`config.mk`:
```
export PLATFORM = sky130hd
export DESIGN_NAME = mi4_store
export DESIGN_NICKNAME = d
export VERILOG_FILES = /design/src/design/mi4_pkg.sv /design/src/design/mi4_store.sv
export SDC_FILE = /design/constraint.sdc
export NUM_CORES = 1
export LEC_CHECK = 0
export ABC_CLOCK_PERIOD_IN_PS = 13000
export BUFFER_PORTS_ARGS = -buffer_cell sky130_fd_sc_hd__buf_2
export CAP_MARGIN = 0
export CORE_MARGIN = 4
export CORE_UTILIZATION = 60
export DETAILED_ROUTE_END_ITERATION = 16
export GPL_ROUTABILITY_DRIVEN = 1
export HOLD_SLACK_MARGIN = 0.02
export PLACE_DENSITY = 0.78
export SYNTH_ARGS = -nofsm -noshare
export SYNTH_HDL_FRONTEND = slang
export SYNTH_SLANG_ARGS = --single-unit
```
`constraint.sdc`:
```
create_clock -name aclk -period 13 [get_ports aclk]
set_clock_uncertainty 0.15 [all_clocks]
set_input_delay 3.25 -clock aclk [delete_from_list [all_inputs] [get_ports aclk]]
set_output_delay 3.25 -clock aclk [all_outputs]
set_load 0.03 [all_outputs]
```
`src/design/mi4_pkg.sv`:
```
// Shared types, widths and helper functions for the 4x4 matrix inverse core.
// No dependencies; imported by every module of the block.
package mi4_pkg;

    localparam int EL_W  = 32;   // element width
    localparam int Q_W   = 33;   // quotient bits kept before saturation
    localparam int COF_W = 128;  // cofactor accumulator, four 32-bit limbs
    localparam int DET_W = 136;  // determinant accumulator
    localparam int PR_W  = 66;   // 33 x 33 signed product

    typedef enum logic [3:0] {
        ST_LOAD,
        ST_COF_INIT,
        ST_TRI,
        ST_LIMB,
        ST_DET_E,
        ST_DET_DONE,
        ST_OUT_PREP,
        ST_DIV_START,
        ST_DIV_WAIT,
        ST_EMIT
    } state_t;

    // Commands from the sequencer to the shared multiply-accumulate unit
    typedef struct packed {
        logic       ld_x_mem;
        logic       ld_y_mem;
        logic       mul_en;
        logic       ld_src_pr;
        logic       ld_src_cof;
        logic       ld_limb;
        logic [1:0] limb_sel;
        logic       acc_en;
        logic [1:0] acc_sh;
        logic       acc_det;
        logic       acc_neg;
        logic       clr_cof;
        logic       clr_det;
    } mac_ctl_t;

    // i-th index of {0..3} with x left out
    function automatic logic [1:0] skip_idx(input logic [1:0] x, input logic [1:0] i);
        return (i < x) ? i : 2'(i + 2'd1);
    endfunction

    // column taken by row i in the t-th term of a 3x3 determinant
    function automatic logic [1:0] perm_col(input logic [2:0] t, input logic [1:0] i);
        logic [5:0] p;
        begin
            unique case (t)
                3'd0:    p = {2'd2, 2'd1, 2'd0};
                3'd1:    p = {2'd1, 2'd2, 2'd0};
                3'd2:    p = {2'd2, 2'd0, 2'd1};
                3'd3:    p = {2'd0, 2'd2, 2'd1};
                3'd4:    p = {2'd1, 2'd0, 2'd2};
                3'd5:    p = {2'd0, 2'd1, 2'd2};
                default: p = {2'd2, 2'd1, 2'd0};
            endcase
            return p[2*i +: 2];
        end
    endfunction

    // odd permutations: terms 1, 2 and 5
    function automatic logic perm_neg(input logic [2:0] t);
        return (t == 3'd1) || (t == 3'd2) || (t == 3'd5);
    endfunction

    // saturate a magnitude with its sign to the signed 32-bit range
    function automatic logic [EL_W-1:0] sat32(input logic [Q_W-1:0] q, input logic big,
                                              input logic neg);
        if (!neg) begin
            return (big || q > 33'h07FFFFFFF) ? 32'h7FFFFFFF : q[EL_W-1:0];
        end
        return (big || q > 33'h080000000) ? 32'h80000000 : 32'(32'd0 - q[EL_W-1:0]);
    endfunction

endpackage

```
`src/design/mi4_store.sv`:
```
// Sixteen-word matrix store, one write and one registered read port.
// Depends on mi4_pkg.
module mi4_store
    import mi4_pkg::*;
(
    input  logic            aclk,
    input  logic            wr_en,
    input  logic [3:0]      wr_addr,
    input  logic [EL_W-1:0] wr_data,
    input  logic [3:0]      rd_addr,
    output logic [EL_W-1:0] rd_data
);

    logic [EL_W-1:0] mem [16];
    logic [EL_W-1:0] rd_data_reg;

    always_ff @(posedge aclk) begin
        if (wr_en) begin
            mem[wr_addr] <= wr_data;
        end
        rd_data_reg <= mem[rd_addr];
    end

    assign rd_data = rd_data_reg;

endmodule

```
# Yosys cells after proc, flatten, opt, wreduce, memory -nomap -nowiden
# Memories as Yosys holds them, arrays and structs flattened. A register that Yosys moved wholly into a read port is not among the register bits.
# Index checks and enable logic that the tools add are counted.
# W data, S select, Z words.
[classes] muxes=2
[op_table] cell="$mux W1" n=2
[totals] regBits=0 ram_bits=512 input_bits=42 out_inout_bits=32 mem_count=1
[mem_list] memory="mem" words=16 width=32 read_ports=1 rd_clocked_by_memory_dff=1 write_ports=1 line_no="mi4_store.sv:14" source="logic [EL_W-1:0] mem [16];"

# Longest topological paths before layout
[logic_depth] depth_word=2 mapped_depth=5 depth_no_buf=3

# Worst setup path after synthesis
# OpenSTA, ideal clock, no wires.
[synth_path] path_type="in2reg" start="input port wr_addr[2]" end="memory mem[0][0], enable pin" setup_ps=461 t_arrival_ps=5968 required_ps=12389 setup_slack_ps=6420 stages=2 n_path_buf=0 path_cell_list="or3b_2 > nor3_1"
[synth_lines] item="start, declared" line_no="mi4_store.sv:8" source="input logic [3:0] wr_addr,"
[synth_lines] item="end, declared" line_no="mi4_store.sv:14"
# No word-level cell before the write port.

==> metrics.md <==
| Metric | Value |
|---|---|
| Remaining DRCs | 0 |
| Largest cells by area after synthesis | edfxtp_1 77%, mux4_2 15%, dfxtp_1 3.2% |
| Routability cong. | 0.711 |
| Post-synthesis sequential area ratio | 80.7% |
| Post-CTS Hold Buffers | 0 |
| Clock transition at the registers of the reported paths | 0.06 ns |
| Yosys cell types | 18 |
| DR WL/cell | 29.1 µm |
| Seq cells post-synth | 544 |
| Die area | 36100 µm² |
| TritonCTS buffer count | 50 |
| Async S/R FF share, synth | 0% |
| Dominant synthesized flop cell | edfxtp_1 |
| Clock share of power | 40.9% |
| Drt via density | 6.43 |
| Initial DRT Pass Iterations | 5 |
| LEAKAGE | 7.26 nW |
| Status | finished, final reports clean |
| Count leader, synth | edfxtp_1 |
| Core area | 32600 µm² |
| Yosys top cell area share | 77.4% |
| Combinational share of power | 5.1% |
| Max-Cap Viols | 0 |
| Switching Fraction | 19.9% |
| Synth-to-Final Area Change | 13.6% |
| Fmax achieved | 0.176 GHz |
| Slew @ Worst Pin | 1.15 ns |
| Sequential share of power | 54.0% |
| Commonest cells post-synth | 512 x edfxtp_1, 128 x mux4_2, 64 x a22oi_1, 33 x nand2_1, 32 x dfxtp_1 |
| Syn Std Cell Area | 19900 µm² |
| Max IR drop VDD | 0.100 mV |
| Crit share post-route | 43.8% |
| Cells after Synth | 838 |
| Yosys warns | 0 |
| Initial Util | 60.9% |
| Die span in y | 190 µm |
| Max reg flops | 512 |
| Htree depth | 2 |
| EDFF count, synth | 512 |
| Cell Int Power | 2.93 mW |
| Crit end category | register |
| Row cnt | 66 |
| Wire length of the first global-routing pass | 61.8 mm |
| Worst path arrival time | 5.98 ns |
| Final Util | 69.2% |
| Remaining Overflow, GRT | 0 |
| Crit Path Category | input port to register |
| Share of layout cells above drive strength 1 | 31.8% |
| Tot GR Track Use | 23.6% |
| Chip width | 190 µm |
| CP Data Required Time | 13.28 ns |
| Syn avg cell area | 23.7 µm² |
| DP HPWL | 18.5 mm |
| Worst Setup Start Kind | input port |
| Post_cts resized | 0 |
| Area leader, netlist | edfxtp_1 |
| Port Buffers | 73 |
| Root buf cell | clkbuf_16 |
| Crit path time final | 5.70 ns |
| Cell Pwr Density | 162 nW/µm² |
| Clock net sink count | 544 |
| Pin count of the biggest net entering global routing | 79 |
| Total number of vias | 9171 |
| HP Class | register to register |
| # IOs | 74 |
| Vias in the first global route | 9440 |
| Final Hold Vio Count | 0 |
| Antenna violations before repair | 3 |
| RSZ-0062 raised after global routing | no |
| CTS tree | yes |
| Remaining antenna violation count | 0 |
| Nets | 983 |
| Clock latency on the worst-skew pair | 0.55 ns |
| Initial DRC count | 1088 |
| P_sw | 726 µW |
| Max Root-Sink Buffers | 3 |
| Post-CTS Repair Setup Buffers | 0 |
| Sum of negative setup slack | 0 ns |
| Max Slew Vio Count | 0 |
| WL final | 41.4 mm |
| Setup violations, final | 0 |
| Rel. slew slack | 23.5% |
| Mapped Nets | 880 |
| Worst-path maximum fanout | 78 |
[layout by cell type, fill, tap and decap left out, drive strengths merged]
master and instances:
buf 93, bufinv 7, diode 1, nand2 33, nor2b 2, edfxtp 512
clkinv 12, nor2 13, nand3 1, and2 1, or3b 1, nor3 4
dfxtp 32, clkinvlp 2, nand2b 2, clkbuf 74, a22oi 64, nand3b 2
mux4 128
[metrics by stage]
step           std cells  setup WS [ns]  cell area [µm²]  power, mW  hold slack, ns
2_1_floorplan        838           6.42            19900       2.12           0.485
3_3_place_gp        1331           6.74            20900       2.19           0.495
3_5_place_dp        1331           6.69            20900       2.20           0.505
4_1_cts             1425           7.20            22600       3.68           0.517
5_1_grt             1425           6.97            22600       3.77           0.542
6_report            1426           7.30            22600       3.66           0.511
[cell families after synthesis]
kind of cell,share of synthesized area [%]
AO/OA/AOI/OAI,2.42
buffers and inverters,1.12
flip-flops,80.7
multiplexers,14.5
AND/OR/NAND/NOR,1.27
[final cells by class]
cell class,instances,area [µm²]
fillers,1851,10100
multi-input cells,251,3750
clock inverters,21,277
clock buffers,73,1430
diodes,1,2.50
repair buffers,94,534
well taps,442,553
flip-flops and latches,544,16000
[power by group through the flow]
stage	Clock [mW]	Sequential, mW	Combinational, mW
6_report	1.50	1.97	0.187
5_1_grt	1.60	1.98	0.201
4_1_cts	1.51	1.97	0.189
3_5_place_dp	0	2.01	0.187
3_3_place_gp	0	2.01	0.183
2_1_floorplan	0	2.03	0.0941
[metal layers]
metal,GRT usage [%],part of all wire [%],up-vias
met5,0,0.065,-
met4,5.95,2.0,4
met3,5.17,11,70
met2,36.9,49,540
met1,35.0,38,4780
li1,-,-,3777
[worst paths after layout]
path	from	to	slack, ns	cells after the start
max reg2reg	mem[3][30]	rd_data[30]	11.47	3
max	rd_addr[0]	rd_data[30]	7.30	5
min reg2reg	mem[15][17]	rd_data[17]	0.51	3
min	mem[15][17]	rd_data[17]	0.51	3
[critical path, cell delays in order]
cell and delay, ns:
clkbuf_8 0.71, buf_4 0.92, mux4_2 0.63, a22oi_1 0.23
nand2_1 0.11
Note: power is estimated with default switching activity, not from simulation.
