===== src/design/mi4_pkg.sv =====
// Shared types, widths and helper functions for the 4x4 matrix inverse core.
// No dependencies; imported by every module of the block.
package mi4_pkg;

    localparam int EL_W  = 32;   // element width
    localparam int Q_W   = 33;   // quotient bits kept before saturation
    localparam int COF_W = 128;  // cofactor accumulator, four 32-bit limbs
    localparam int DET_W = 136;  // determinant accumulator
    localparam int PR_W  = 66;   // 33 x 33 signed product

    typedef enum logic [3:0] {
        ST_LOAD,
        ST_COF_INIT,
        ST_TRI,
        ST_LIMB,
        ST_DET_E,
        ST_DET_DONE,
        ST_OUT_PREP,
        ST_DIV_START,
        ST_DIV_WAIT,
        ST_EMIT
    } state_t;

    // Commands from the sequencer to the shared multiply-accumulate unit
    typedef struct packed {
        logic       ld_x_mem;
        logic       ld_y_mem;
        logic       mul_en;
        logic       ld_src_pr;
        logic       ld_src_cof;
        logic       ld_limb;
        logic [1:0] limb_sel;
        logic       acc_en;
        logic [1:0] acc_sh;
        logic       acc_det;
        logic       acc_neg;
        logic       clr_cof;
        logic       clr_det;
    } mac_ctl_t;

    // i-th index of {0..3} with x left out
    function automatic logic [1:0] skip_idx(input logic [1:0] x, input logic [1:0] i);
        return (i < x) ? i : 2'(i + 2'd1);
    endfunction

    // column taken by row i in the t-th term of a 3x3 determinant
    function automatic logic [1:0] perm_col(input logic [2:0] t, input logic [1:0] i);
        logic [5:0] p;
        begin
            unique case (t)
                3'd0:    p = {2'd2, 2'd1, 2'd0};
                3'd1:    p = {2'd1, 2'd2, 2'd0};
                3'd2:    p = {2'd2, 2'd0, 2'd1};
                3'd3:    p = {2'd0, 2'd2, 2'd1};
                3'd4:    p = {2'd1, 2'd0, 2'd2};
                3'd5:    p = {2'd0, 2'd1, 2'd2};
                default: p = {2'd2, 2'd1, 2'd0};
            endcase
            return p[2*i +: 2];
        end
    endfunction

    // odd permutations: terms 1, 2 and 5
    function automatic logic perm_neg(input logic [2:0] t);
        return (t == 3'd1) || (t == 3'd2) || (t == 3'd5);
    endfunction

    // saturate a magnitude with its sign to the signed 32-bit range
    function automatic logic [EL_W-1:0] sat32(input logic [Q_W-1:0] q, input logic big,
                                              input logic neg);
        if (!neg) begin
            return (big || q > 33'h07FFFFFFF) ? 32'h7FFFFFFF : q[EL_W-1:0];
        end
        return (big || q > 33'h080000000) ? 32'h80000000 : 32'(32'd0 - q[EL_W-1:0]);
    endfunction

endpackage


===== src/design/mi4_div.sv =====
// Restoring divider: 33 quotient bits, one per cycle, with an overflow flag.
// Depends on mi4_pkg.
module mi4_div
    import mi4_pkg::*;
#(
    parameter int NUM_W = 160,
    parameter int DEN_W = 136
)(
    input  logic             aclk,
    input  logic             aresetn,
    input  logic             start,
    input  logic [NUM_W-1:0] num,
    input  logic [DEN_W-1:0] den,
    output logic             done,
    output logic [Q_W-1:0]   quo,
    output logic             big
);

    localparam int HI_W  = NUM_W - Q_W;
    localparam int CMP_W = (HI_W > DEN_W) ? HI_W : DEN_W;

    logic [DEN_W-1:0] rem_reg;
    logic [Q_W-1:0]   lo_reg, quo_reg;
    logic [5:0]       cnt_reg;
    logic             run_reg, done_reg, big_reg;

    logic [CMP_W-1:0] num_hi;
    logic [DEN_W+1:0] trial;

    always_comb begin
        num_hi = CMP_W'(num[NUM_W-1:Q_W]);
        trial  = {1'b0, rem_reg, lo_reg[Q_W-1]} - {2'b00, den};
    end

    always_ff @(posedge aclk) begin
        if (!aresetn) begin
            run_reg  <= 1'b0;
            done_reg <= 1'b0;
            cnt_reg  <= '0;
        end else begin
            done_reg <= 1'b0;
            if (start) begin
                run_reg <= 1'b1;
                cnt_reg <= 6'(Q_W);
            end else if (run_reg) begin
                cnt_reg <= cnt_reg - 6'd1;
                if (cnt_reg == 6'd1) begin
                    run_reg  <= 1'b0;
                    done_reg <= 1'b1;
                end
            end
        end
    end

    always_ff @(posedge aclk) begin
        if (start) begin
            big_reg <= num_hi >= CMP_W'(den);
            rem_reg <= num_hi[DEN_W-1:0];
            lo_reg  <= num[Q_W-1:0];
            quo_reg <= '0;
        end else if (run_reg) begin
            if (!trial[DEN_W+1]) begin
                rem_reg <= trial[DEN_W-1:0];
            end else begin
                rem_reg <= {rem_reg[DEN_W-2:0], lo_reg[Q_W-1]};
            end
            quo_reg <= {quo_reg[Q_W-2:0], ~trial[DEN_W+1]};
            lo_reg  <= {lo_reg[Q_W-2:0], 1'b0};
        end
    end

    assign done = done_reg;
    assign quo  = quo_reg;
    assign big  = big_reg;

endmodule


===== config.mk =====
export PLATFORM = sky130hd
export DESIGN_NAME = mi4_div
export DESIGN_NICKNAME = d
export VERILOG_FILES = /design/src/design/mi4_pkg.sv /design/src/design/mi4_div.sv
export SDC_FILE = /design/constraint.sdc
export NUM_CORES = 1
export LEC_CHECK = 0
export BUFFER_PORTS_ARGS = -buffer_cell sky130_fd_sc_hd__buf_4
export CORE_ASPECT_RATIO = 0.9
export CORE_MARGIN = 8
export CORE_UTILIZATION = 52
export CTS_CLUSTER_DIAMETER = 50
export DETAILED_ROUTE_END_ITERATION = 12
export GPL_TIMING_DRIVEN = 0
export PLACE_DENSITY_LB_ADDON = 0.12
export SYNTH_ARGS = -nofsm -noshare
export SYNTH_HDL_FRONTEND = slang
export SYNTH_SLANG_ARGS = --single-unit

===== constraint.sdc =====
create_clock -name aclk -period 5.6 [get_ports aclk]
set_input_delay 1.12 -clock aclk [delete_from_list [all_inputs] [get_ports aclk]]
set_output_delay 1.12 -clock aclk [all_outputs]
set_load 0.005 [all_outputs]

=== Word level (Yosys, flattened, before mapping) ===
Cells that the tools add are included.

* Logic and storage cells: 30
* Memory bits (writable): 0
* Latch bits: 0
* Output and inout port bits: 35
* Memories: 0
* ROM bits: 0
* Register bits after elaboration: 211

* $mul: 0
* Eq/ne operators: 1
* Reductions and logical operators: 3
* Add/subtract/negate cells: 2
* Shifts and indexed selects: 0
* Div/mod/pow operators: 0
* $lt $le $gt $ge: 1
* Multiplexer cells: 11
* Bitwise logic cells: 3

{| class="wikitable"
|+ Operator list
! kind !! number
|-
| $mux 127 || 2
|-
| $sub 137x136->138 || 1
|-
| $ge 127x136->1 || 1
|-
| $mux 136 || 1
|-
| $mux 33 || 2
|-
| $mux 6 || 2
|-
| $eq 6x1->1 const B || 1
|-
| $sub 6x1->6 const B || 1
|-
| $mux 1 || 4
|-
| $not 1->1 || 3
|-
| $reduce_or 3->1 || 1
|-
| $reduce_bool 2->1 || 1
|-
| $reduce_or 2->1 || 1
|}

=== Longest topological paths before layout ===
* Depth after elaboration: 4
* Depth in mapped cells: 17
* Mapped depth without buffers: 16

=== Worst setup path before layout ===
Ideal clock, no wire load.

* Path kind: input to register
* Start point: input port start
* End point: register lo_reg[0], enable pin
* Buffers on the path: 3
* Cell stages on the path: 5
* Data arrival time: 4516 ps
* Setup time: 1332 ps
* Data required time: 4268 ps
* Setup slack: -248 ps
* Cells stage by stage: clkbuf_1 > inv_1 > clkbuf_1 > clkbuf_1 > nand2_1

* Cells in the longest elaborated chain, start to end: 1

{| class="wikitable"
|+ Ends and longest elaborated chain
! item !! line !! text
|-
| start: declaration || mi4_div.sv:11 || <nowiki>input logic start,</nowiki>
|-
| $reduce_bool 2->1 (no line) || - ||
|-
| end signal: assignment || mi4_div.sv:59 || <nowiki>lo_reg <= num[Q_W-1:0];</nowiki>
|-
| end signal: assignment || mi4_div.sv:68 || <nowiki>lo_reg <= {lo_reg[Q_W-2:0], 1'b0};</nowiki>
|-
| end: declaration || mi4_div.sv:23 || <nowiki>logic [Q_W-1:0] lo_reg, quo_reg;</nowiki>
|}

No other way between the ends.
A chain may end at the register's enable or synchronous reset.

=== Final worst setup path ===
* Start point: input port den[40]
* End point: register rem_reg[126], data pin

* Cells in the longest elaborated chain, start to end: 4

{| class="wikitable"
|+ Ends and longest elaborated chain
! item !! line !! text
|-
| start: declaration || mi4_div.sv:13 || <nowiki>input logic [DEN_W-1:0] den,</nowiki>
|-
| $sub 137x136->138 || mi4_div.sv:32 || <nowiki>trial = {1'b0, rem_reg, lo_reg[Q_W-1]} - {2'b00, den};</nowiki>
|-
| $mux 136 || mi4_div.sv:62 || <nowiki>if (!trial[DEN_W+1]) begin</nowiki>
|-
| $mux 127 || mi4_div.sv:61 || <nowiki>end else if (run_reg) begin</nowiki>
|-
| $mux 127 || mi4_div.sv:56 || <nowiki>if (start) begin</nowiki>
|-
| end signal: assignment || mi4_div.sv:58 || <nowiki>rem_reg <= num_hi[DEN_W-1:0];</nowiki>
|-
| end signal: assignment || mi4_div.sv:63 || <nowiki>rem_reg <= trial[DEN_W-1:0];</nowiki>
|-
| end signal: assignment || mi4_div.sv:65 || <nowiki>rem_reg <= {rem_reg[DEN_W-2:0], lo_reg[Q_W-1]};</nowiki>
|-
| end: declaration || mi4_div.sv:22 || <nowiki>logic [DEN_W-1:0] rem_reg;</nowiki>
|}

No other way between the ends. The select of a mux whose other input is x is not followed.

==> flow_metrics.env <==
export IMPL_initial_core_util=0.528
export IMPL_wl_um=92000
export IMPL_die_w_um=236
export IMPL_final_util=0.626
export IMPL_synth_cell_types=84
export IMPL_instances_no_fill=3799
export IMPL_cp_slowest_cell="nor4_1"
export IMPL_layout_commonest_cell="a21oi_1"
export IMPL_die_y_um=214
export IMPL_violations="setup timing"
export IMPL_io_buffers=333
export IMPL_power_density_mw_per_mm2=275
export IMPL_antenna_cells=0
export IMPL_ant_nets=0
export IMPL_timing_rr_start="rem_reg[39]"
export IMPL_grt_pass1_vias=23700
export IMPL_path_buf_inv=3
export IMPL_overflow=0
export IMPL_slew_violations=0
export IMPL_dp_cells=3745
export IMPL_max_slew_worst_pin_slew_ns=1.42
export IMPL_fill_cells=3829
export IMPL_synthCells=2856
export IMPL_synth_ff_type="edfxtp_1"
export IMPL_avgSynthCellArea_um2=7.96
export IMPL_setup_viol=6
export IMPL_io_pins=334
export IMPL_crit_end="rem_reg[126]"
export IMPL_yosysWarnings=0
export IMPL_leakage_nw=11.8
export IMPL_cts_hold_buf=0
export IMPL_crit_type="in2reg"
export IMPL_r2r_setup_slack_ns=-0.04
export IMPL_antenna_found_initial=3
export IMPL_grt_usage=0.341
export IMPL_clkSinkCount=211
export IMPL_netlist_area_mm2=0.0227
export IMPL_finalClockSkew_ns=0.0182
export IMPL_cp_depth=15
export IMPL_crit_required_ns=5.93
export IMPL_drc=0
export IMPL_rr_endpoint="rem_reg[126]"
export IMPL_outcome="finished, violations left"
export IMPL_ir_drop_mv=0.254
export IMPL_drv_cap=0
export IMPL_end_kind="register"
export IMPL_cts_tree="yes"
export IMPL_grt_max_degree=86
export IMPL_dpl_hpwl_um=74400
export IMPL_path_clk_slew_ns=0.06
export IMPL_htree_num_levels=1
export IMPL_core_area_mm2=0.0431
export IMPL_rows=72
export IMPL_setup_ws_ns=-0.268
export IMPL_dieArea_mm2=0.0507
export IMPL_drive_gt1_frac=0.159
export IMPL_via_per_inst=6.36
export IMPL_synthArstFlopShare=0
export IMPL_crit_start="den[40]"
export IMPL_fin_crit_ns=5.87
export IMPL_synth_seq_cells=211
export IMPL_ys_seq_area_frac=0.257
export IMPL_slew_limit_headroom=0.0551
export IMPL_place_congestion=1.06
export IMPL_min_path_type="reg2reg"
export IMPL_finalHoldViolations=0
export IMPL_r2r_cells=13
export IMPL_dr_pass1_iters=8
export IMPL_max_stage_delay_ns=0.92
export IMPL_period_share=1.05
export IMPL_crit_path_start_kind="input port"
export IMPL_cts_setup_buffers=0
export IMPL_grt_pass1_wl_um=138000
export IMPL_insertion_delay_ns=0.60
export IMPL_clockBufferDepth=3
export IMPL_multi_input_area_mm2=0.0154
export IMPL_seqCellArea_mm2=0.00584
export IMPL_synth_edf_count=161
export IMPL_max_freq_mhz=170
export IMPL_wl_per_cell_um=24.2
export IMPL_largest_reg_flops=136
export IMPL_layout_common_cells="a21oi_1 (341), buf_4 (334), ha_1 (265)"
export IMPL_cts_root_buffer="clkbuf_16"
export IMPL_num_nets_final=3786
export IMPL_syn_nets=3421
export IMPL_path_delay_family="compound AO/OA/AOI/OAI gates"
export IMPL_first_iter_violations=2993
export IMPL_rsz0062_at_grt="false"
export IMPL_cp_cell_sequence="buf_4 > inv_1 > ha_1 > clkbuf_1 > nand2_1 > nor4_1 > nand3_1 > o31ai_1 > nand2_1 > a311oi_1 > o21ai_0 > nand3_1 > nor3_1 > a211oi_1 > a2bb2oi_1"
export IMPL_numCtsBuffers=29
export IMPL_critical_path_max_fanout=7
export IMPL_dr_total_vias=24100
export IMPL_syn_to_final_growth_pct=18.5
export IMPL_cp_arrival_ns=6.20
where the power goes:
group / leakage (nW) / switching, mW / internal (mW)
clock: 0.461 / 0.788 / 1.09
sequential: 2.01 / 0.106 / 1.92
combinational: 9.37 / 2.23 / 1.29
total: 11.8 / 3.12 / 4.30
metrics by stage:
| stage | hold WS [ns] | total power, mW | setup WS, ns | setup TNS [ns] | cell area, µm² |
|---|---|---|---|---|---|
| global route | 0.548 | 7.77 | 0.0210 | 0 | 27000 |
| finish | 0.500 | 7.42 | -0.268 | -0.659 | 27000 |
| floorplan | 0.464 | 4.34 | 1.37 | 0 | 22700 |
| detailed placement | 0.488 | 5.43 | -0.588 | -40.80 | 26000 |
| CTS | 0.496 | 7.32 | 0.0330 | 0 | 27000 |
| global placement | 0.478 | 5.38 | -1.21 | -232.08 | 25900 |
metal layers:
| metal | vias up | routed length, µm | track usage |
|---|---|---|---|
| met5 | - | 38 | 0 |
| met4 | 6 | 3570 | 0.116 |
| met3 | 206 | 9800 | 0.0713 |
| met2 | 1261 | 39100 | 0.524 |
| met1 | 11500 | 39500 | 0.471 |
| li1 | 11200 | - | - |
worst min path at each step:
stage,from,endpoint,cells past startpoint
after CTS,cnt_reg[1],cnt_reg[1],2
after floorplan,cnt_reg[1],cnt_reg[1],2
after detailed placement,cnt_reg[1],cnt_reg[1],2
final,cnt_reg[1],cnt_reg[1],2
after global routing,quo[0],quo[0],2
after global placement,cnt_reg[1],cnt_reg[1],2
area by class of cell:
type,count,area share
multi-input cells,2250,0.570
inverters,238,0.0331
clock buffers,38,0.0292
plain buffers,157,0.0250
well taps,555,0.0258
clock inverters,16,0.00640
flip-flops and latches,211,0.216
repair buffers,334,0.0937
timing repair:
action                                  in CTS  in global routing
cloned                                       0                  0
endpoints found under the setup margin       1                 57
resized for setup                            1                  1
cells in the mapped netlist, types with 6 or more instances:
library cell  instances  area, µm²
a211oi_1             49        368
a21boi_0             12       90.1
a21o_1               68        510
a21oi_1             341       1710
a221o_1              13        130
a221oi_1             13        114
a31oi_1              25        156
and2_1                7       43.8
and3_1               22        138
and4_1               10       87.6
buf_1                 6       22.5
buf_2                33        165
clkbuf_1            112        420
dfxtp_1              50       1000
edfxtp_1            161       4830
ha_1                265       3320
inv_1               237        890
mux2_2               62        698
mux2i_1              40        400
nand2_1             239        897
nand2b_1             23        144
nand3_1              36        180
nand4_1             112        701
nor2_1              235        882
nor2b_1              26        163
nor3_1               36        180
nor4_1               12       75.1
o211ai_1             25        188
o21a_1               58        435
o21ai_0             140        701
o21ai_1              66        330
o21bai_1             57        428
o31ai_1              24        180
or2_2                 7       43.8
or3_1                 9       56.3
xnor2_1              75        657
xor2_1               55        482
worst min-delay path: stages (launching register included):
cell and delay (ns):
dfxtp_1 0.32, nor2_1 0.09, a211oi_1 0.05
kinds of logic after synthesis:
group | after synthesis | share of synthesized area
muxes | 102 | 0.0483
DFF | 211 | 0.257
and+or+nand+nor | 796 | 0.166
AOI/OAI and AO/OA | 956 | 0.263
xor gates and xnor gates | 130 | 0.0501
buffers and inverters | 395 | 0.0688
adders and majority gates | 266 | 0.147
Note: power is estimated with default switching activity, not from simulation.
