<file path="src/design/mi4_pkg.sv">
// Shared types, widths and helper functions for the 4x4 matrix inverse core.
// No dependencies; imported by every module of the block.
package mi4_pkg;

    localparam int EL_W  = 32;   // element width
    localparam int Q_W   = 33;   // quotient bits kept before saturation
    localparam int COF_W = 128;  // cofactor accumulator, four 32-bit limbs
    localparam int DET_W = 136;  // determinant accumulator
    localparam int PR_W  = 66;   // 33 x 33 signed product

    typedef enum logic [3:0] {
        ST_LOAD,
        ST_COF_INIT,
        ST_TRI,
        ST_LIMB,
        ST_DET_E,
        ST_DET_DONE,
        ST_OUT_PREP,
        ST_DIV_START,
        ST_DIV_WAIT,
        ST_EMIT
    } state_t;

    // Commands from the sequencer to the shared multiply-accumulate unit
    typedef struct packed {
        logic       ld_x_mem;
        logic       ld_y_mem;
        logic       mul_en;
        logic       ld_src_pr;
        logic       ld_src_cof;
        logic       ld_limb;
        logic [1:0] limb_sel;
        logic       acc_en;
        logic [1:0] acc_sh;
        logic       acc_det;
        logic       acc_neg;
        logic       clr_cof;
        logic       clr_det;
    } mac_ctl_t;

    // i-th index of {0..3} with x left out
    function automatic logic [1:0] skip_idx(input logic [1:0] x, input logic [1:0] i);
        return (i < x) ? i : 2'(i + 2'd1);
    endfunction

    // column taken by row i in the t-th term of a 3x3 determinant
    function automatic logic [1:0] perm_col(input logic [2:0] t, input logic [1:0] i);
        logic [5:0] p;
        begin
            unique case (t)
                3'd0:    p = {2'd2, 2'd1, 2'd0};
                3'd1:    p = {2'd1, 2'd2, 2'd0};
                3'd2:    p = {2'd2, 2'd0, 2'd1};
                3'd3:    p = {2'd0, 2'd2, 2'd1};
                3'd4:    p = {2'd1, 2'd0, 2'd2};
                3'd5:    p = {2'd0, 2'd1, 2'd2};
                default: p = {2'd2, 2'd1, 2'd0};
            endcase
            return p[2*i +: 2];
        end
    endfunction

    // odd permutations: terms 1, 2 and 5
    function automatic logic perm_neg(input logic [2:0] t);
        return (t == 3'd1) || (t == 3'd2) || (t == 3'd5);
    endfunction

    // saturate a magnitude with its sign to the signed 32-bit range
    function automatic logic [EL_W-1:0] sat32(input logic [Q_W-1:0] q, input logic big,
                                              input logic neg);
        if (!neg) begin
            return (big || q > 33'h07FFFFFFF) ? 32'h7FFFFFFF : q[EL_W-1:0];
        end
        return (big || q > 33'h080000000) ? 32'h80000000 : 32'(32'd0 - q[EL_W-1:0]);
    endfunction

endpackage

</file>
<file path="src/design/mi4_mac.sv">
// Shared 33x33 multiplier with limb sequencing into cofactor and determinant
// accumulators. Depends on mi4_pkg.
module mi4_mac
    import mi4_pkg::*;
(
    input  logic                    aclk,
    input  mac_ctl_t                ctl,
    input  logic [EL_W-1:0]         mem_data,
    output logic signed [COF_W-1:0] cof,
    output logic signed [DET_W-1:0] det
);

    logic signed [Q_W-1:0]   mx_reg, my_reg;
    logic signed [PR_W-1:0]  pr_reg;
    logic signed [COF_W-1:0] src_reg;
    logic signed [COF_W-1:0] cof_reg;
    logic signed [DET_W-1:0] det_reg;

    logic signed [Q_W-1:0]   limb;
    logic signed [DET_W-1:0] pr_ext, term;

    always_comb begin
        unique case (ctl.limb_sel)
            2'd0: limb = {1'b0, src_reg[31:0]};
            2'd1: limb = {1'b0, src_reg[63:32]};
            2'd2: limb = {1'b0, src_reg[95:64]};
            2'd3: limb = {src_reg[127], src_reg[127:96]};
            default: limb = '0;
        endcase
        pr_ext = {{(DET_W-PR_W){pr_reg[PR_W-1]}}, pr_reg};
        term   = pr_ext <<< (32 * ctl.acc_sh);
        if (ctl.acc_neg) begin
            term = -term;
        end
    end

    always_ff @(posedge aclk) begin
        if (ctl.ld_x_mem) begin
            mx_reg <= {mem_data[EL_W-1], mem_data};
        end else if (ctl.ld_limb) begin
            mx_reg <= limb;
        end
        if (ctl.ld_y_mem) begin
            my_reg <= {mem_data[EL_W-1], mem_data};
        end
        if (ctl.mul_en) begin
            pr_reg <= mx_reg * my_reg;
        end
        if (ctl.ld_src_pr) begin
            src_reg <= {{(COF_W-64){pr_reg[63]}}, pr_reg[63:0]};
        end else if (ctl.ld_src_cof) begin
            src_reg <= cof_reg;
        end
        if (ctl.clr_cof) begin
            cof_reg <= '0;
        end else if (ctl.acc_en && !ctl.acc_det) begin
            cof_reg <= cof_reg + term[COF_W-1:0];
        end
        if (ctl.clr_det) begin
            det_reg <= '0;
        end else if (ctl.acc_en && ctl.acc_det) begin
            det_reg <= det_reg + term;
        end
    end

    assign cof = cof_reg;
    assign det = det_reg;

endmodule

</file>
<file path="config.mk">
export PLATFORM = sky130hd
export DESIGN_NAME = mi4_mac
export DESIGN_NICKNAME = d
export VERILOG_FILES = /design/src/design/mi4_pkg.sv /design/src/design/mi4_mac.sv
export SDC_FILE = /design/constraint.sdc
export NUM_CORES = 2
export LEC_CHECK = 0
export ABC_AREA = 1
export ABC_CLOCK_PERIOD_IN_PS = 7800
export BUFFER_PORTS_ARGS = -buffer_cell sky130_fd_sc_hd__buf_4
export CAP_MARGIN = 20
export CORE_MARGIN = 5
export CORE_UTILIZATION = 59
export CTS_CLUSTER_DIAMETER = 80
export DETAILED_ROUTE_END_ITERATION = 10
export PLACE_DENSITY = 0.82
export SYNTH_ARGS = -nofsm -noshare
export SYNTH_HDL_FRONTEND = slang
export SYNTH_SLANG_ARGS = --single-unit
</file>
<file path="constraint.sdc">
create_clock -name aclk -period 7.8 [get_ports aclk]
set_clock_uncertainty 0.15 [all_clocks]
set_input_delay 1.56 -clock aclk [delete_from_list [all_inputs] [get_ports aclk]]
set_output_delay 1.56 -clock aclk [all_outputs]
set_load 0.03 [all_outputs]
</file>
==> impl_metrics.sql, run 1 <==
INSERT INTO impl_metrics (metric_group, metric, value, unit) VALUES
('placement', 'place_worst_setup_slack', '-0.469', 'ns'),
('synth', 'share_of_synthesized_registers_carrying_an_async_set_or_reset', '0', '%'),
('synth', 'synthCells', '12600', ''),
('cts', 'clock_tree_root_driver_cell', 'sky130_fd_sc_hd__clkbuf_16', ''),
('global_routing', 'grt_remaining_overflow', '257', ''),
('cts', 'clock_sinks', '522', ''),
('global_routing', 'first_global_vias', '114000', ''),
('cts', 'cts-hold-fix-buffers', '0', ''),
('floorplan', 'die_w', '394', 'um'),
('synth', 'synthesis.area_per_instance', '6.91', 'um^2'),
('cts', 'cts.path.max_buffers', '3', ''),
('cts', 'htreeDepth', '3', ''),
('placement', 'dp_hpwl', '364', 'mm'),
('cts', 'cts_made_buffers', '71', ''),
('synth', 'synth_enable_flop_cells', '258', ''),
('synth', 'ys_warn_count', '0', ''),
('synth', 'synth.lib_cells_used.distinct', '62', ''),
('synth', 'yosysTopAreaCell', 'sky130_fd_sc_hd__fa_1', ''),
('global_routing', 'grt_start_max_net_pins', '120', ''),
('status', 'outcome', 'did not finish', ''),
('floorplan', 'dieHeight', '394', 'um'),
('status', 'outcome.stop_stage', 'global routing (5_1_grt)', ''),
('global_routing', 'global_route_wire_length_before_repair', '826', 'mm'),
('synth', 'synthFlopType', 'sky130_fd_sc_hd__dfxtp_1', ''),
('synth', 'synth_sequential_area_ratio', '15.0', '%'),
('status', 'error_that_halted_the_flow', '[ERROR GRT-0116] Global routing finished with congestion. Check the congestion regions in the DRC Viewer.', ''),
('floorplan', 'std_cell_rows', '141', ''),
('floorplan', 'start_util', '59.1', '%'),
('floorplan', 'top_level_ports', '312', ''),
('placement', 'io_buffer_count', '311', ''),
('synth', 'synth_top_cell_area_share', '25.6', '%'),
('global_routing', 'gr-usage-all-layers', '73.8', '%'),
('synth', 'syn-num-nets', '14200', ''),
('synth', 'post_synth_main_area_contributors', 'sky130_fd_sc_hd__fa_1 (26%), sky130_fd_sc_hd__inv_1 (12%), sky130_fd_sc_hd__nand2_1 (12%)', ''),
('synth', 'ys_seq_elements', '522', ''),
('synth', 'netlist_area', '0.0870', 'mm^2'),
('placement', 'finalWeightedCongestion', '1.19', '');
routing by layer:
metal | overflow | track usage [%]
met5 | 4 | 44.9
met4 | 63 | 64.9
met3 | 17 | 58.8
met1 | 29 | 78.8
met2 | 144 | 86.8
timing repair:
| item | in CTS |
|---|---|
| cloned | 1 |
| pin swaps | 13 |
| buffers inserted | 18 |
| setup endpoints to repair | 26 |
| gates resized for setup | 74 |
logic make-up after synthesis:
group | count (synthesis) | synth area share (%)
adders and majority gates | 1563 | 32.1
AOI/OAI and AO/OA | 1902 | 11.9
and+or+nand+nor | 4958 | 23.1
DFF | 522 | 15.0
buffers and inverters | 3313 | 14.5
xor gates and xnor gates | 337 | 3.39
cells in the mapped netlist (8+ instances only):
master	number
sky130_fd_sc_hd__dfxtp_1	264
sky130_fd_sc_hd__nor4_1	35
sky130_fd_sc_hd__nand3b_1	10
sky130_fd_sc_hd__a21oi_1	777
sky130_fd_sc_hd__edfxtp_1	258
sky130_fd_sc_hd__o21bai_1	44
sky130_fd_sc_hd__ha_1	449
sky130_fd_sc_hd__a41oi_1	27
sky130_fd_sc_hd__fa_1	1114
sky130_fd_sc_hd__o221ai_1	12
sky130_fd_sc_hd__nand2_2	21
sky130_fd_sc_hd__nor2_2	22
sky130_fd_sc_hd__or2_2	17
sky130_fd_sc_hd__clkbuf_1	336
sky130_fd_sc_hd__nor3_1	98
sky130_fd_sc_hd__buf_1	32
sky130_fd_sc_hd__a31oi_1	44
sky130_fd_sc_hd__inv_2	9
sky130_fd_sc_hd__o31ai_1	8
sky130_fd_sc_hd__inv_1	2894
sky130_fd_sc_hd__xnor2_1	108
sky130_fd_sc_hd__and3_1	11
sky130_fd_sc_hd__a21o_1	52
sky130_fd_sc_hd__nand4_1	87
sky130_fd_sc_hd__xor2_1	229
sky130_fd_sc_hd__o21a_1	32
sky130_fd_sc_hd__o21ai_0	786
sky130_fd_sc_hd__o211ai_1	35
sky130_fd_sc_hd__buf_2	12
sky130_fd_sc_hd__a21boi_0	34
sky130_fd_sc_hd__nand3_1	405
sky130_fd_sc_hd__nor2_1	1490
sky130_fd_sc_hd__nand2_1	2704
sky130_fd_sc_hd__nand3_2	35
sky130_fd_sc_hd__buf_6	20
sky130_fd_sc_hd__o21ai_1	27
through the flow:
step	instances	hold slack (ns)	TNS, ns	utilization, %	instance area (um^2)
floorplan	12600	0.372	0	-	87000
global placement	16000	0.342	-0.469	69.6	102000
detailed placement	16000	0.364	-3.27	69.7	102000
CTS	16100	0.372	-0.102	71.8	106000
==> run 2: changes to the inputs <==
--- a/config.mk
+++ b/config.mk
@@ -6,14 +6,13 @@
 export NUM_CORES = 2
 export LEC_CHECK = 0
 export ABC_AREA = 1
-export ABC_CLOCK_PERIOD_IN_PS = 7800
+export ABC_CLOCK_PERIOD_IN_PS = 10100
 export BUFFER_PORTS_ARGS = -buffer_cell sky130_fd_sc_hd__buf_4
 export CAP_MARGIN = 20
 export CORE_MARGIN = 5
-export CORE_UTILIZATION = 59
-export CTS_CLUSTER_DIAMETER = 80
+export CORE_UTILIZATION = 40
 export DETAILED_ROUTE_END_ITERATION = 10
-export PLACE_DENSITY = 0.82
+export PLACE_DENSITY_LB_ADDON = 0.15
 export SYNTH_ARGS = -nofsm -noshare
 export SYNTH_HDL_FRONTEND = slang
 export SYNTH_SLANG_ARGS = --single-unit
==> constraint.sdc (replaced) <==
create_clock -name aclk -period 10.1 [get_ports aclk]
set_clock_uncertainty 0.15 [all_clocks]
set_input_delay 2.02 -clock aclk [delete_from_list [all_inputs] [get_ports aclk]]
set_output_delay 2.02 -clock aclk [all_outputs]
set_load 0.03 [all_outputs]
==> impl_metrics.sql, run 2 <==
INSERT INTO impl_metrics (metric_group, metric, value, unit) VALUES
('cells_and_area', 'layout.cells.most_common_list', 'sky130_fd_sc_hd__inv_1 (2893), sky130_fd_sc_hd__nand2_1 (2702), sky130_fd_sc_hd__nor2_1 (1486)', ''),
('setup_path', 'critical-path-top-cell-by-count', 'sky130_fd_sc_hd__fa_1', ''),
('setup_path', 'setup.worst_path.end_class', 'flop', ''),
('cts', 'htreeDepth', '3', ''),
('cts', 'post_cts_resize_count', '0', ''),
('sta', 'timing_max_transition_violations_final', '0', ''),
('sta', 'totalNegativeSetupSlack', '0', 'ns'),
('sta', 'rsz0062_at_grt', 'no', ''),
('floorplan', 'design.core.area', '0.217', 'mm^2'),
('cells_and_area', 'largest_register_ff_count', '136', ''),
('cts', 'worstSkewPairLatency', '0.75', 'ns'),
('setup_path', 'critical_path.reg2reg.startpoint', 'mx_reg[32]$_DFFE_PP_', ''),
('synth', 'largest_family_of_logic_cells_by_synthesized_area', 'adder cells', ''),
('setup_path', 'timing.rr.end', 'pr_reg[60]$_DFFE_PP_', ''),
('synth', 'most_frequent_cell_after_synthesis', 'sky130_fd_sc_hd__inv_1', ''),
('global_routing', 'grt_remaining_overflow', '0', ''),
('route', 'routed_wl', '442', 'mm'),
('run', 'maxCapViolations', '0', ''),
('setup_path', 'critical-path-top-delay-family', 'adder cells', ''),
('synth', 'post_synth_xor_area_fraction', '3.39', '%'),
('sta', 'worst-slew-pin-transition', '1.26', 'ns'),
('synth', 'synth.lib_cells_used.distinct', '62', ''),
('cts', 'cts-hold-fix-buffers', '0', ''),
('synth', 'synth-compound-area-share', '11.9', '%'),
('route', 'antenna_left', '0', ''),
('sta', 'final-setup-viol-count', '0', ''),
('synth', 'synth_sequential_area_ratio', '15.0', '%'),
('sta', 'period_minus_slack', '9.05', 'ns'),
('setup_path', 'worst_ep_arrival_time', '9.32', 'ns'),
('min_path', 'worst_hold_path.num_cells', '2', ''),
('sta', 'final_clock_period_utilization_by_the_worst_path', '89.6', '%'),
('setup_path', 'reg2reg_slack', '1.05', 'ns'),
('min_path', 'hold_start', 'det[135]$_SDFFE_PP0P_', ''),
('cells_and_area', 'final-instance-count-excl-fill', '15700', ''),
('sta', 'max-slew-margin-rel', '15.1', '%'),
('sta', 'timing.hold.ws', '0.377', 'ns'),
('synth', 'adder_cell_area_share_of_the_yosys_netlist', '32.1', '%'),
('floorplan', 'dieHeight', '476', 'um'),
('setup_path', 'worst-r2r-cell-count', '23', ''),
('setup_path', 'critical_path.cell_chain', 'buf_4, nand2_1, fa_1, fa_1, fa_1, inv_1, fa_1, fa_1, fa_1, inv_1, fa_1, fa_1, inv_1, ha_1, nand2_1, nor2_1, inv_1, nor2_1, nand2_1, nor3_1, nand2_1, o211ai_1, xor2_1', ''),
('route', 'detailedRoute.firstPassIterationCount', '7', ''),
('route', 'vias_per_cell', '5.46', ''),
('status', 'outcome', 'complete, no violations', ''),
('floorplan', 'die_w', '476', 'um'),
('synth', 'syn-num-nets', '14200', ''),
('min_path', 'min_to', 'det[135]$_SDFFE_PP0P_', ''),
('synth', 'synthFlopType', 'sky130_fd_sc_hd__dfxtp_1', ''),
('synth', 'yosysTopAreaCell', 'sky130_fd_sc_hd__fa_1', ''),
('setup_path', 'critical-path-max-stage-delay', '0.90', 'ns'),
('floorplan', 'std_cell_rows', '171', ''),
('min_path', 'hold_path.class', 'reg2reg', ''),
('cells_and_area', 'fillerInstances', '22900', ''),
('cts', 'tritoncts', 'done', ''),
('global_routing', 'first_global_vias', '85000', ''),
('synth', 'synthCells', '12600', ''),
('route', 'drc', '0', ''),
('cts', 'cts_setup_buffers', '0', ''),
('route', 'detail_route.iter0.violations', '9551', ''),
('placement', 'dp_hpwl', '381', 'mm'),
('route', 'route.vias.total', '86000', ''),
('global_routing', 'global_route_wire_length_before_repair', '622', 'mm'),
('floorplan', 'top_level_ports', '312', ''),
('floorplan', 'dieArea', '0.227', 'mm^2'),
('setup_path', 'crit_path_max_fanout', '24', ''),
('cells_and_area', 'layout_commonest_cell', 'sky130_fd_sc_hd__inv_1', ''),
('placement', 'finalWeightedCongestion', '1.07', ''),
('sta', 'hold_violation_total_from_the_final_report', '0', ''),
('cts', 'cts_made_buffers', '73', ''),
('synth', 'synth_top_cell_area_share', '25.6', '%'),
('route', 'post_drt_wl_per_cell', '28.1', 'um'),
('cts', 'cts.path.max_buffers', '3', ''),
('synth', 'synthesis.area_per_instance', '6.91', 'um^2'),
('cells_and_area', 'area_growth', '9.86', '%'),
('synth', 'post_synth_main_area_contributors', 'sky130_fd_sc_hd__fa_1 (26%), sky130_fd_sc_hd__inv_1 (12%), sky130_fd_sc_hd__nand2_1 (12%)', ''),
('synth', 'ys_warn_count', '0', ''),
('synth', 'netlist_area', '0.0870', 'mm^2'),
('cts', 'clock_tree_root_driver_cell', 'sky130_fd_sc_hd__clkbuf_16', ''),
('synth', 'synthTopCellsByCount', 'sky130_fd_sc_hd__inv_1 (2894), sky130_fd_sc_hd__nand2_1 (2704), sky130_fd_sc_hd__nor2_1 (1490)', ''),
('setup_path', 'cp.required', '10.37', 'ns'),
('sta', 'fmaxAchievable', '111', 'MHz'),
('synth', 'ys_seq_elements', '522', ''),
('synth', 'synth_enable_flop_cells', '258', ''),
('global_routing', 'grt_start_max_net_pins', '100', ''),
('setup_path', 'crit_slowest_cell', 'sky130_fd_sc_hd__fa_1', ''),
('synth', 'synth_simple_gate_area_share', '23.1', '%'),
('setup_path', 'crit_path_start_kind', 'flop', ''),
('cells_and_area', 'num-nets-final', '14400', ''),
('synth', 'share_of_synthesized_registers_carrying_an_async_set_or_reset', '0', '%'),
('cells_and_area', 'drive_gt1_share', '6.33', '%'),
('placement', 'place.detailed.instances', '15600', ''),
('global_routing', 'gr-usage-all-layers', '38.0', '%'),
('cts', 'clock_sinks', '522', ''),
('global_routing', 'antenna_found_initial', '33', ''),
('floorplan', 'start_util', '40.1', '%'),
('cts', 'clock_input_transition_at_the_sequential_cells_of_the_worst_setup_and_hold_paths', '0.06', 'ns'),
('setup_path', 'critical_path_class', 'reg2reg', ''),
('placement', 'io_buffer_count', '311', ''),
('synth', 'synth.mux.area_fraction', '0', '%'),
('setup_path', 'crit_buf_inv', '5', '');
## run 2: worst max path at each step
stage,startpoint,to,slack [ns],cells past startpoint
after floorplan,mx_reg[32]$_DFFE_PP_,pr_reg[58]$_DFFE_PP_,2.45,24
after global placement,my_reg[6]$_DFFE_PP_,pr_reg[64]$_DFFE_PP_,1.36,26
after detailed placement,my_reg[6]$_DFFE_PP_,pr_reg[60]$_DFFE_PP_,1.30,28
after CTS,mx_reg[32]$_DFFE_PP_,pr_reg[60]$_DFFE_PP_,1.24,23
after global routing,mx_reg[32]$_DFFE_PP_,pr_reg[60]$_DFFE_PP_,0.68,23
final,mx_reg[32]$_DFFE_PP_,pr_reg[60]$_DFFE_PP_,1.05,23
## run 2: cells by family after synthesis
family,after synthesis
xor gates and xnor gates,337
buffers and inverters,3313
DFF,522
and+or+nand+nor,4958
adders and majority gates,1563
AOI/OAI and AO/OA,1902
## run 2: through the flow
step	setup slack, ns	util (%)	cell area, um^2
global route	0.678	44.1	95500
global placement	1.36	42.9	93000
detailed placement	1.30	43.0	93100
floorplan	2.45	-	87000
CTS	1.24	44.1	95500
finish	1.05	44.1	95600
## run 2: area by class of cell
| class | instances | area, um^2 | share of cell area (%) |
|---|---|---|---|
| antenna | 9 | 22.5 | 0.0236 |
| clock buffer | 88 | 1920 | 2.01 |
| clock inverter | 42 | 413 | 0.432 |
| inverter | 2907 | 10900 | 11.4 |
| multi-input combinational | 8760 | 61300 | 64.2 |
| sequential | 522 | 13000 | 13.6 |
| tap | 2854 | 3570 | 3.74 |
| timing repair buffer | 564 | 4330 | 4.54 |
## run 2: tightest hold or removal path, cell delays in order (launching register included)
cell                      delay [ns]
sky130_fd_sc_hd__dfxtp_1        0.33
sky130_fd_sc_hd__nor2_1         0.10
sky130_fd_sc_hd__nor2_1         0.05
## run 2: routing by layer
| layer | GRT usage, % | vias up | part of all wire (%) | wire length (um) |
|---|---|---|---|---|
| li1 | - | 38900 | - | - |
| met1 | 50.1 | 42300 | 41 | 182000 |
| met2 | 59.3 | 3934 | 44 | 194000 |
| met3 | 6.60 | 811 | 8.0 | 35300 |
| met4 | 21.1 | 14 | 7.0 | 30900 |
| met5 | 0 | - | 0.026 | 115 |
Power of run 2 is left out: the tool's default activity adds up to more than one toggle a clock period on the data nets, which glitch-free logic cannot reach.
